### config.mk
export PLATFORM = sky130hd
export DESIGN_NAME = keybus_panel_word_decoder_top
export DESIGN_NICKNAME = d
export VERILOG_FILES = /design/src/hw/rtl/kpwd_pkg.sv /design/src/hw/rtl/kpwd_front.sv /design/src/hw/rtl/kpwd_queue.sv /design/src/hw/rtl/kpwd_back.sv /design/src/hw/rtl/keybus_panel_word_decoder_top.sv
export SDC_FILE = /design/constraint.sdc
export NUM_CORES = 1
export LEC_CHECK = 0
export BUFFER_PORTS_ARGS = -buffer_cell sky130_fd_sc_hd__buf_2
export CORE_MARGIN = 4
export CORE_UTILIZATION = 48
export CTS_CLUSTER_SIZE = 12
export DETAILED_ROUTE_END_ITERATION = 7
export HOLD_SLACK_MARGIN = 0.15
export PLACE_DENSITY = 0.61
export SYNTH_ARGS = -nofsm -noshare
export SYNTH_HDL_FRONTEND = slang
export SYNTH_SLANG_ARGS = --single-unit
export TNS_END_PERCENT = 5
### constraint.sdc
create_clock -name i_clk -period 20.9 [get_ports i_clk]
set_clock_uncertainty 0.05 [all_clocks]
set_input_delay 2.09 -clock i_clk [delete_from_list [all_inputs] [get_ports i_clk]]
set_output_delay 2.09 -clock i_clk [all_outputs]
set_load 0.02 [all_outputs]
### src/hw/rtl/kpwd_pkg.sv
package kpwd_pkg;

    // Word storage: first received bit lands in bit 63
    localparam int WORD_W  = 64;
    localparam int COUNT_W = 7;

    typedef logic [WORD_W-1:0]  t_word;
    typedef logic [COUNT_W-1:0] t_count;

    // Configuration register indexes and reset values
    localparam int CFG_IDX_W = 1;
    localparam int CFG_W     = 16;

    typedef logic [CFG_IDX_W-1:0] t_cfg_idx;
    typedef logic [CFG_W-1:0]     t_cfg_val;

    localparam t_cfg_idx CFG_KEYPAD_GAP = 1'd0;
    localparam t_cfg_idx CFG_PANEL_GAP  = 1'd1;

    localparam t_cfg_val KEYPAD_GAP_RST = 16'd14800;
    localparam t_cfg_val PANEL_GAP_RST  = 16'd15200;

    // Minimum panel word length that can be ended
    localparam t_count MIN_PANEL_BITS = 7'd8;

    // Panel commands
    localparam logic [7:0] CMD_STATUS  = 8'h05;
    localparam logic [7:0] CMD_DATE    = 8'ha5;
    localparam logic [7:0] CMD_ZONE_A  = 8'h27;
    localparam logic [7:0] CMD_ZONE_B  = 8'h2d;
    localparam logic [7:0] CMD_ZONE_C  = 8'h34;
    localparam logic [7:0] CMD_ZONE_D  = 8'h3e;

    // User code conversion constants
    localparam logic [7:0] USER_ARM2_OFS = 8'h19;
    localparam logic [7:0] USER_SKIP_THR = 8'd34;
    localparam logic [7:0] USER_SKIP_ADD = 8'd5;

    // One ended panel word together with the keypad word saved at that point
    typedef struct packed {
        t_word  panel_word;
        t_count panel_len;
        t_word  key_word;
        t_count key_len;
    } t_job;

    // One decoded result
    typedef struct packed {
        logic        keypad_valid;
        logic [7:0]  keypad_cmd;
        logic [7:0]  keypad_byte2;
        logic        panel_new;
        logic [7:0]  panel_cmd;
        logic [6:0]  status_flags;
        logic [7:0]  zone_bits;
        logic [27:0] time_packed;
        logic [10:0] arm_info;
        logic        checksum_ok;
        t_word       panel_word;
        t_count      panel_length;
    } t_result;

endpackage

### src/hw/rtl/kpwd_front.sv
module kpwd_front
    import kpwd_pkg::*;
#(
    parameter int WORD_LIMIT = 63
) (
    input  logic     i_clk,
    input  logic     i_rst_n,
    input  logic     i_cfg_we,
    input  t_cfg_idx i_cfg_idx,
    input  t_cfg_val i_cfg_data,
    input  logic     i_valid,
    input  logic     i_edge_rising,
    input  logic     i_data_bit,
    input  logic [15:0] i_gap_us,
    output logic     o_ready,
    output logic     o_job_valid,
    output t_job     o_job,
    input  logic     i_job_ready
);

    localparam t_count LIMIT_CNT = t_count'(WORD_LIMIT);

    t_cfg_val r_keypad_gap, r_panel_gap;
    t_word    r_panel_shift, n_panel_shift;
    t_count   r_panel_count, n_panel_count;
    t_word    r_key_shift, n_key_shift;
    t_count   r_key_count, n_key_count;
    t_word    r_key_saved, n_key_saved;
    t_count   r_key_saved_count, n_key_saved_count;

    logic   accept;
    logic   kp_save;
    logic   pn_end;
    t_word  panel_base, key_base;
    t_count panel_base_cnt, key_base_cnt;
    logic   panel_room, key_room;

    assign o_ready = i_job_ready;
    assign accept  = i_valid && i_job_ready;

    // Classify the edge by its gap
    assign kp_save = (i_gap_us > r_keypad_gap);
    assign pn_end  = (i_gap_us >= r_panel_gap) && (r_panel_count >= MIN_PANEL_BITS);

    // Start from a cleared word where the gap restarts it
    assign key_base       = kp_save ? '0 : r_key_shift;
    assign key_base_cnt   = kp_save ? '0 : r_key_count;
    assign panel_base     = pn_end ? '0 : r_panel_shift;
    assign panel_base_cnt = pn_end ? '0 : r_panel_count;

    assign key_room   = (key_base_cnt <= LIMIT_CNT);
    assign panel_room = (panel_base_cnt <= LIMIT_CNT);

    // Shift the edge's bit into its word; a full word drops it
    always_comb begin
        n_panel_shift     = r_panel_shift;
        n_panel_count     = r_panel_count;
        n_key_shift       = r_key_shift;
        n_key_count       = r_key_count;
        n_key_saved       = r_key_saved;
        n_key_saved_count = r_key_saved_count;
        if (accept) begin
            if (kp_save) begin
                n_key_saved       = r_key_shift;
                n_key_saved_count = r_key_count;
            end
            n_key_shift   = key_base;
            n_key_count   = key_base_cnt;
            n_panel_shift = panel_base;
            n_panel_count = panel_base_cnt;
            if (i_edge_rising) begin
                if (panel_room) begin
                    n_panel_shift = panel_base
                        | (t_word'(i_data_bit) << (~panel_base_cnt[5:0]));
                    n_panel_count = panel_base_cnt + 7'd1;
                end
            end else begin
                if (key_room) begin
                    n_key_shift = key_base
                        | (t_word'(i_data_bit) << (~key_base_cnt[5:0]));
                    n_key_count = key_base_cnt + 7'd1;
                end
            end
        end
    end

    // Hand the ended word to the decoder
    assign o_job_valid      = accept && pn_end;
    assign o_job.panel_word = r_panel_shift;
    assign o_job.panel_len  = r_panel_count;
    assign o_job.key_word   = kp_save ? r_key_shift : r_key_saved;
    assign o_job.key_len    = kp_save ? r_key_count : r_key_saved_count;

    // Hold configuration and word state
    always_ff @(posedge i_clk) begin
        if (!i_rst_n) begin
            r_keypad_gap      <= KEYPAD_GAP_RST;
            r_panel_gap       <= PANEL_GAP_RST;
            r_panel_shift     <= '0;
            r_panel_count     <= '0;
            r_key_shift       <= '0;
            r_key_count       <= '0;
            r_key_saved       <= '0;
            r_key_saved_count <= '0;
        end else begin
            if (i_cfg_we) begin
                unique case (i_cfg_idx)
                    CFG_KEYPAD_GAP: r_keypad_gap <= i_cfg_data;
                    CFG_PANEL_GAP:  r_panel_gap  <= i_cfg_data;
                    default: ;
                endcase
            end
            r_panel_shift     <= n_panel_shift;
            r_panel_count     <= n_panel_count;
            r_key_shift       <= n_key_shift;
            r_key_count       <= n_key_count;
            r_key_saved       <= n_key_saved;
            r_key_saved_count <= n_key_saved_count;
        end
    end

endmodule

### src/hw/rtl/kpwd_queue.sv
module kpwd_queue
    import kpwd_pkg::*;
(
    input  logic i_clk,
    input  logic i_rst_n,
    input  logic i_push,
    input  t_job i_push_data,
    output logic o_push_ready,
    output logic o_pop_valid,
    output t_job o_pop_data,
    input  logic i_pop
);

    t_job       r_mem [2];
    logic       r_wr_ptr, n_wr_ptr;
    logic       r_rd_ptr, n_rd_ptr;
    logic [1:0] r_fill, n_fill;
    logic       do_push, do_pop;

    assign o_push_ready = (r_fill != 2'd2);
    assign o_pop_valid  = (r_fill != 2'd0);
    assign o_pop_data   = r_mem[r_rd_ptr];

    assign do_push = i_push && o_push_ready;
    assign do_pop  = i_pop && o_pop_valid;

    // Advance pointers and fill level
    always_comb begin
        n_wr_ptr = r_wr_ptr ^ do_push;
        n_rd_ptr = r_rd_ptr ^ do_pop;
        n_fill   = r_fill + 2'(do_push) - 2'(do_pop);
    end

    always_ff @(posedge i_clk) begin
        if (!i_rst_n) begin
            r_wr_ptr <= 1'b0;
            r_rd_ptr <= 1'b0;
            r_fill   <= 2'd0;
        end else begin
            r_wr_ptr <= n_wr_ptr;
            r_rd_ptr <= n_rd_ptr;
            r_fill   <= n_fill;
        end
    end

    // Store the entry
    always_ff @(posedge i_clk) begin
        if (do_push) begin
            r_mem[r_wr_ptr] <= i_push_data;
        end
    end

endmodule

### src/hw/rtl/kpwd_back.sv
module kpwd_back
    import kpwd_pkg::*;
(
    input  logic    i_clk,
    input  logic    i_rst_n,
    input  logic    i_job_valid,
    input  t_job    i_job,
    output logic    o_job_pop,
    output logic    o_valid,
    output t_result o_result,
    input  logic    i_ready
);

    t_word   r_last_panel;
    t_count  r_last_count;
    logic    r_valid, n_valid;
    t_result r_result, n_result;

    t_word       w;
    logic [7:0]  cmd;
    logic        is_new;
    logic [1:0]  arm;
    logic [7:0]  user;
    logic [7:0]  bytes [6];
    logic [7:0]  psum [6];
    logic [2:0]  groups;
    logic        chk;
    t_word       kmask;
    logic        pop;

    assign w      = i_job.panel_word;
    assign cmd    = w[63:56];
    assign is_new = (cmd != 8'd0)
                 && !((w == r_last_panel) && (i_job.panel_len == r_last_count));

    // Convert the user code of the arming message
    assign arm = w[22:21];
    always_comb begin
        user = {2'b00, w[20:15]};
        if (arm == 2'd2) begin
            user = user - USER_ARM2_OFS;
        end
        if (arm != 2'd0) begin
            user = user + 8'd1;
            if (user > USER_SKIP_THR) begin
                user = user + USER_SKIP_ADD;
            end
        end else begin
            user = 8'd0;
        end
    end

    // Gather full bytes after the separator bit and their running sums
    always_comb begin
        for (int i = 0; i < 6; i++) begin
            bytes[i] = w[54-8*i -: 8];
        end
        psum[0] = cmd;
        for (int i = 1; i < 6; i++) begin
            psum[i] = psum[i-1] + bytes[i-1];
        end
    end

    // Pick the last full byte and check it against the sum before it
    always_comb begin
        groups = 3'd0;
        if (i_job.panel_len > 7'd8) begin
            groups = 3'((i_job.panel_len - 7'd9) >> 3);
        end
        chk = 1'b0;
        if (groups != 3'd0) begin
            chk = (psum[3'(groups - 3'd1)] == bytes[3'(groups - 3'd1)]);
        end
    end

    // Mark the received bits of the saved keypad word
    always_comb begin
        for (int i = 0; i < WORD_W; i++) begin
            kmask[WORD_W-1-i] = (t_count'(i) < i_job.key_len);
        end
    end

    // Assemble the result
    always_comb begin
        n_result              = '0;
        n_result.panel_new    = is_new;
        n_result.panel_cmd    = cmd;
        n_result.checksum_ok  = chk;
        n_result.panel_word   = w;
        n_result.panel_length = i_job.panel_len;
        n_result.keypad_valid = |(~i_job.key_word & kmask);
        n_result.keypad_cmd   = i_job.key_word[63:56];
        n_result.keypad_byte2 = i_job.key_word[55:48];
        if (is_new) begin
            if (cmd == CMD_STATUS) begin
                n_result.status_flags = {w[34], w[46], w[48], w[49], w[50], w[51], w[47]};
            end else if (cmd == CMD_DATE) begin
                n_result.time_packed = {w[54:51], w[50:47], w[44:41], w[40:36],
                                        w[35:31], w[30:25]};
                n_result.arm_info    = {arm, w[20], user};
            end else if (cmd == CMD_ZONE_A || cmd == CMD_ZONE_B ||
                         cmd == CMD_ZONE_C || cmd == CMD_ZONE_D) begin
                n_result.zone_bits = w[22:15];
            end
        end
    end

    // Take the next word whenever the output register is free or draining
    assign pop       = i_job_valid && (!r_valid || i_ready);
    assign o_job_pop = pop;

    always_comb begin
        n_valid = r_valid;
        if (pop) begin
            n_valid = 1'b1;
        end else if (i_ready) begin
            n_valid = 1'b0;
        end
    end

    always_ff @(posedge i_clk) begin
        if (!i_rst_n) begin
            r_valid      <= 1'b0;
            r_last_panel <= '0;
            r_last_count <= '0;
        end else begin
            r_valid <= n_valid;
            if (pop && is_new) begin
                r_last_panel <= w;
                r_last_count <= i_job.panel_len;
            end
        end
    end

    // Hold the result until the transfer
    always_ff @(posedge i_clk) begin
        if (pop) begin
            r_result <= n_result;
        end
    end

    assign o_valid  = r_valid;
    assign o_result = r_result;

endmodule

### src/hw/rtl/keybus_panel_word_decoder_top.sv
// Keybus panel word decoder. Each input transfer is one keybus clock edge; the decoder
// builds the panel word from rising edges and the keypad word from falling edges, and
// a gap of at least panel_gap_us after a panel word of 8 or more bits emits one decoded
// result (command, status flags, zones, date and time, arming info, checksum, raw word
// and the keypad word saved by the last gap above keypad_gap_us). One edge is accepted
// every cycle while o_s_tready is high and taken in by the edge front end; the word
// decoder turns out one result per cycle unless back-pressured, with a two-entry queue
// between them. An ended word goes to the queue, then the output register; o_s_tready
// drops only while the queue is full under output back-pressure. The user must write
// configuration via i_cfg_we/i_cfg_idx/i_cfg_data while the block is idle (not enforced).
module keybus_panel_word_decoder_top
    import kpwd_pkg::*;
#(
    parameter int WORD_LIMIT = 63
) (
    input  logic          i_clk,
    input  logic          i_rst_n,
    input  logic          i_cfg_we,
    input  logic [0:0]    i_cfg_idx,
    input  logic [15:0]   i_cfg_data,
    input  logic          i_s_tvalid,
    output logic          o_s_tready,
    input  logic [23:0]   i_s_tdata,   // data_bit[0], gap_us[16:1], zero[23:17]
    input  logic          i_s_tuser,   // edge_rising[0]
    output logic          o_m_tvalid,
    input  logic          i_m_tready,
    // panel_new[0], panel_cmd[8:1], status_flags[15:9], zone_bits[23:16],
    // time_packed[51:24], arm_info[62:52], checksum_ok[63], panel_word[127:64],
    // panel_length[134:128], keypad_valid[135], keypad_cmd[143:136],
    // keypad_byte2[151:144]
    output logic [151:0]  o_m_tdata
);

    logic    job_valid, job_ready;
    t_job    job;
    logic    q_valid, q_pop;
    t_job    q_job;
    t_result res;

    kpwd_front #(
        .WORD_LIMIT (WORD_LIMIT)
    ) u_front (
        .i_clk         (i_clk),
        .i_rst_n       (i_rst_n),
        .i_cfg_we      (i_cfg_we),
        .i_cfg_idx     (i_cfg_idx),
        .i_cfg_data    (i_cfg_data),
        .i_valid       (i_s_tvalid),
        .i_edge_rising (i_s_tuser),
        .i_data_bit    (i_s_tdata[0]),
        .i_gap_us      (i_s_tdata[16:1]),
        .o_ready       (o_s_tready),
        .o_job_valid   (job_valid),
        .o_job         (job),
        .i_job_ready   (job_ready)
    );

    kpwd_queue u_queue (
        .i_clk        (i_clk),
        .i_rst_n      (i_rst_n),
        .i_push       (job_valid),
        .i_push_data  (job),
        .o_push_ready (job_ready),
        .o_pop_valid  (q_valid),
        .o_pop_data   (q_job),
        .i_pop        (q_pop)
    );

    kpwd_back u_back (
        .i_clk       (i_clk),
        .i_rst_n     (i_rst_n),
        .i_job_valid (q_valid),
        .i_job       (q_job),
        .o_job_pop   (q_pop),
        .o_valid     (o_m_tvalid),
        .o_result    (res),
        .i_ready     (i_m_tready)
    );

    // Pack the result, first field lowest
    assign o_m_tdata = {res.keypad_byte2, res.keypad_cmd, res.keypad_valid,
                        res.panel_length, res.panel_word, res.checksum_ok,
                        res.arm_info, res.time_packed, res.zone_bits,
                        res.status_flags, res.panel_cmd, res.panel_new};

endmodule
# After elaboration in Yosys (flattened, before gate mapping)
# Memories as Yosys holds them, arrays and structs flattened. A register that Yosys moved wholly into a read port is not among the register bits.
# Index checks and enable logic that the tools add are counted.
# totals
n_memories	1
elab_cells	196
in_bits	47
ramBits	284
register_bits	473
output_inout_bits	154
# memory_table
name	depth	word_bits	read_ports	rd_ports_with_merged_regs	wr	line_no	text
u_queue.r_mem	2	142	1	1	1	kpwd_queue.sv:14	t_job r_mem [2];
# classes
magnitude_cmp	72
addsub	14
reduce_logical	27
n_mux	28
n_shift	2
n_eq_ne	11
n_bitwise	14
# ops
op	n
$mux 64	7
$lt 6x7->1 const A	32
$or 64x64->64	2
$shl 1x6->64	2
$lt 5x7->1 const A	16
$and 64x64->64	1
$eq 64x64->1	1
$not 64->64	1
$reduce_or 64->1	1
$lt 4x7->1 const A	8
$mux 7	7
$bmux 8 s3	2
$mux 8	6
$add 8x8->8	5
$eq 8x6->1 const B	4
$lt 3x7->1 const A	4
$ge 16x16->1	1
$gt 16x16->1	1
$add 7x1->7 const B	2
$le 7x6->1 const B	2
$lt 1x7->1 const A	2
$lt 2x7->1 const A	2
$not 6->6	2
$logic_and 1x1->1	9
30 further kinds	48

# Longest topological paths before layout
# depth
word_depth	9
ltp_mapped	36
mapped_depth_nobuf	31

# Hierarchy
# A second synthesis with hierarchy kept.
# hier_totals
cells_unflattened	2773
area_unflattened_um2	33398.3
# modules_own_cells
mod	n_inst	cells_per_inst	area_each_um2	seq_area_each_um2
kpwd_back	1	1094	12226.7	5765.5
kpwd_queue	1	471	10832.9	8628.3
kpwd_front	1	1208	10338.7	4904.7

# Worst setup path after synthesis
# No wires, ideal clock.
# synth_timing
path_kind	in2reg
startpoint	input port i_m_tready
endpoint	register u_queue.r_fill[1]
slack_ns	11.007
n_path_buf	0
t_required_ns	20.722
t_arrival_ns	9.715
setup_time_ns	0.128
stages	8
cell_sequence	nor2b_1 -> nor2_1 -> ha_1 -> inv_1 -> ha_1 -> xor2_1 -> xnor2_1 -> nor2_1
# synth_between
elab_chain_cells	4
# synth_lines
element	line_no	text
start: declaration	keybus_panel_word_decoder_top.sv:26	input logic i_m_tready,
$logic_or 1x1->1	kpwd_back.sv:109	assign pop = i_job_valid && (!r_valid || i_ready);
$logic_and 1x1->1	kpwd_back.sv:109	
named net q_pop	keybus_panel_word_decoder_top.sv:36	logic q_valid, q_pop;
$logic_and 1x1->1	kpwd_queue.sv:25	assign do_pop = i_pop && o_pop_valid;
$sub 2x1->2	kpwd_queue.sv:31	n_fill = r_fill + 2'(do_push) - 2'(do_pop);
end signal: assignment	kpwd_queue.sv:42	r_fill <= n_fill;
end: declaration	kpwd_queue.sv:17	logic [1:0] r_fill, n_fill;
# The timed path passes the listed nets, and every way through them passes these cells.
# A chain may end at the register's enable or synchronous reset.

==> results.yml <==
status:
  status: "complete, no violations"
cts:
  numCtsBuffers: 80
  post_cts_resized: 0
  clock_sinks: 750
  cts_hold_buf: 0
  cts_buffer_depth: 3
  cts_setup_buffers: 0
  cts.reportedPaths.clkPinSlew_ns: 0.06
  cts_tree: "built"
  ctsRootBufferMaster: "clkbuf_16"
  clk_latency_ns: 0.62
  htreeDepth: 3
pwr:
  seqPwrFrac_pct: 25.5
  combPwrFrac_pct: 55.1
  ir_drop_uv: 399.8
  swShare_pct: 40.36
  cellPowerDensity_mw_per_mm2: 189.7
  finalPower_mw: 7.183
  p_leak_nw: 13.73
  power.switching_mw: 2.899
  p_clk_share_pct: 19.4
  internal_power_mw: 4.284
cells_and_area:
  layout.nets: 3260
  drive_gt1_share_pct: 16.22
  area_growth_pct: 12.75
  post-route-util_pct: 54.92
floorplanning:
  design.die.area_mm2: 0.07425
  design.core.area_mm2: 0.06895
  die_w_um: 272.5
  row_count: 96
  die_h_um: 272.5
  ios: 201
  start_util_pct: 48.70
routing:
  vias: 23470
  drcViolationCount: 0
  avgViaCountPerCell: 5.688
  avgRoutedWirePerCell_um: 21.18
  wirelength_mm: 87.38
  first_pass_iters: 6
  ant_nets: 0
  drtIter0Drc: 2201
worst_setup_path:
  rrSetupSlack_ns: 12.33
  setup.worst_path.start_class: "flop"
  cp_top_family: "compound AO/OA/AOI/OAI gates"
  crit_fanout: 26
  crit_buf_inv: 3
  crit_arrival_ns: 8.88
  end_kind: "flop"
  worstPathRequired_ns: 21.22
  max_stage_delay_ns: 0.71
  cpMostUsedCell: "ha_1"
  crit_slowest_cell: "dfxtp_4"
  path_class: "flop to flop"
global_route:
  grt_pass1_vias: 22590
  grt_overflow: 0
  grt_start_max_net_pins: 120
  grt.total_usage_pct: 22.92
  grt_pass1_wl_mm: 133.0
  antenna_found_initial: 3
logic_synthesis:
  avgSynthCellArea_um2: 11.32
  yosysMostFrequentCell: "nand2_1"
  ys_seq_elements: 750
  synth-edff-count: 428
  async_reset_ff_share_pct: 0
  syn_area_mm2: 0.03358
  syn_nets: 3099
  synthCells: 2967
  synth_area_leader_cell: "edfxtp_1"
  synthTopCellsByArea: "edfxtp_1 (38%), dfxtp_1 (19%), nand2_1 (6.0%)"
  synth_seq_area_share_pct: 57.47
  yosysWarnings: 0
  synth.top_cells.by_count: "nand2_1 (537), edfxtp_1 (428), dfxtp_1 (322)"
  synth_flop_cell: "edfxtp_1"
  netlist-cell-type-count: 95
  yosysTopAreaCellShare_pct: 38.27
sta:
  min_period_ns: 8.566
  timing.final.crit_share_pct: 40.98
  rsz0062_at_grt: "no"
  hold_viol_final: 0
  setup_viol: 0
  fmax_mhz: 116.7
  tightestPinTransition_ns: 1.140
  drv_slew: 0
  max_slew_margin_pct: 23.31
  tns_ns: 0
placed_design:
  hpwl_mm: 58.80
  io_buffers: 193
  globalplace.congestion: 0.8469
job:
  maxCapViolCount: 0
worst_hold_path:
  hp-class: "flop to flop"
==> metrics by stage <==
stage | instances | instance area [µm²] | hold WS (ns) | setup WS [ns]
6_report | 4126 | 37860 | 0.4016 | 12.33
5_1_grt | 4125 | 37860 | 0.4134 | 11.97
3_3_place_gp | 3977 | 35280 | 0.3807 | 12.59
2_1_floorplan | 2967 | 33580 | 0.3737 | 11.01
3_5_place_dp | 3977 | 35280 | 0.3898 | 12.40
4_1_cts | 4125 | 37860 | 0.4020 | 12.37
==> state kept, by name (all words and copies together) (netlist names), 2 cells and up, named ones only <==
register	flops
u_front.r_panel_gap	16
u_back.o_result	144
u_front.r_key_saved_count	7
u_front.r_key_count	7
u_front.r_panel_count	7
u_queue.r_mem	284
u_front.r_key_saved	64
u_back.r_last_panel	64
u_back.r_last_count	7
u_front.r_keypad_gap	16
u_queue.r_fill	2
u_front.r_key_shift	64
u_front.r_panel_shift	64
==> area by class of cell <==
type	instances	area (µm²)
Clock inverter	23	226.5
Antenna cell	1	2.502
Clock buffer	125	2355
Inverter	123	466.7
Sequential cell	750	19300
Multi-Input combinational cell	1943	13090
Fill cell	5928	31080
Tap cell	931	1165
Timing Repair Buffer	230	1256
==> routing by layer <==
metal | track usage, % | vias to the layer above | part of all wire [%]
met5 | 0 | - | 0
met4 | 7.093 | 0 | 2.7
met3 | 4.179 | 142 | 7.4
met2 | 35.24 | 843 | 44
met1 | 33.23 | 11470 | 46
li1 | - | 11010 | -
==> power by group through the flow <==
stage / sequential, mW / clock [mW] / combinational, mW
2_1_floorplan: 1.99 / 0 / 3.00
3_3_place_gp: 1.86 / 0 / 3.89
3_5_place_dp: 1.86 / 0 / 3.93
4_1_cts: 1.83 / 1.42 / 3.96
5_1_grt: 1.84 / 1.48 / 4.31
6_report: 1.83 / 1.39 / 3.96
==> cell families after synthesis <==
| family | Yosys count | synth area share (%) |
|---|---|---|
| AND/OR/NAND/NOR | 988 | 13.36 |
| flip-flops | 750 | 57.47 |
| AO/OA/AOI/OAI | 583 | 12.65 |
| buffers and inverters | 274 | 3.793 |
| multiplexers | 155 | 5.753 |
| XOR/XNOR | 132 | 3.689 |
| adder cells (fa/ha/maj) | 85 | 3.279 |
==> cells in the final DEF (no fill, tap or decap), types with 29 or more instances in the layout <==
| cell | count |
|---|---|
| nand3_1 | 33 |
| edfxtp_1 | 428 |
| nor4_1 | 29 |
| o211ai_1 | 30 |
| dfxtp_1 | 321 |
| inv_1 | 121 |
| buf_4 | 36 |
| clkbuf_1 | 30 |
| o2bb2ai_1 | 63 |
| xnor2_1 | 95 |
| a211oi_2 | 51 |
| o21ai_0 | 86 |
| xor2_1 | 31 |
| and2_1 | 59 |
| nand2_1 | 537 |
| mux2_2 | 50 |
| a21oi_1 | 158 |
| ha_1 | 78 |
| nor2_1 | 147 |
| buf_2 | 193 |
| clkbuf_16 | 83 |
| mux2i_1 | 61 |
==> worst reg2reg max path, delay by kind of cell (launching register included) <==
family	cells	cell delay, ns
flip-flops	1	0.71
AND/OR/NAND/NOR	5	1.10
multiplexers	2	0.62
adder cells (fa/ha/maj)	5	1.91
AO/OA/AOI/OAI	14	2.73
buffers and inverters	3	0.95
XOR/XNOR	1	0.29
==> worst paths after layout <==
kind,end,start,depth (start not counted)
setup / recovery,u_back.o_result[71],flop,30
hold / removal,u_queue.r_mem[1][112],u_front.r_panel_shift[34],0
setup reg to reg,u_back.o_result[71],flop,30
hold reg to reg,u_queue.r_mem[1][112],u_front.r_panel_shift[34],0
No activity file was read; power rests on OpenSTA's default activity.
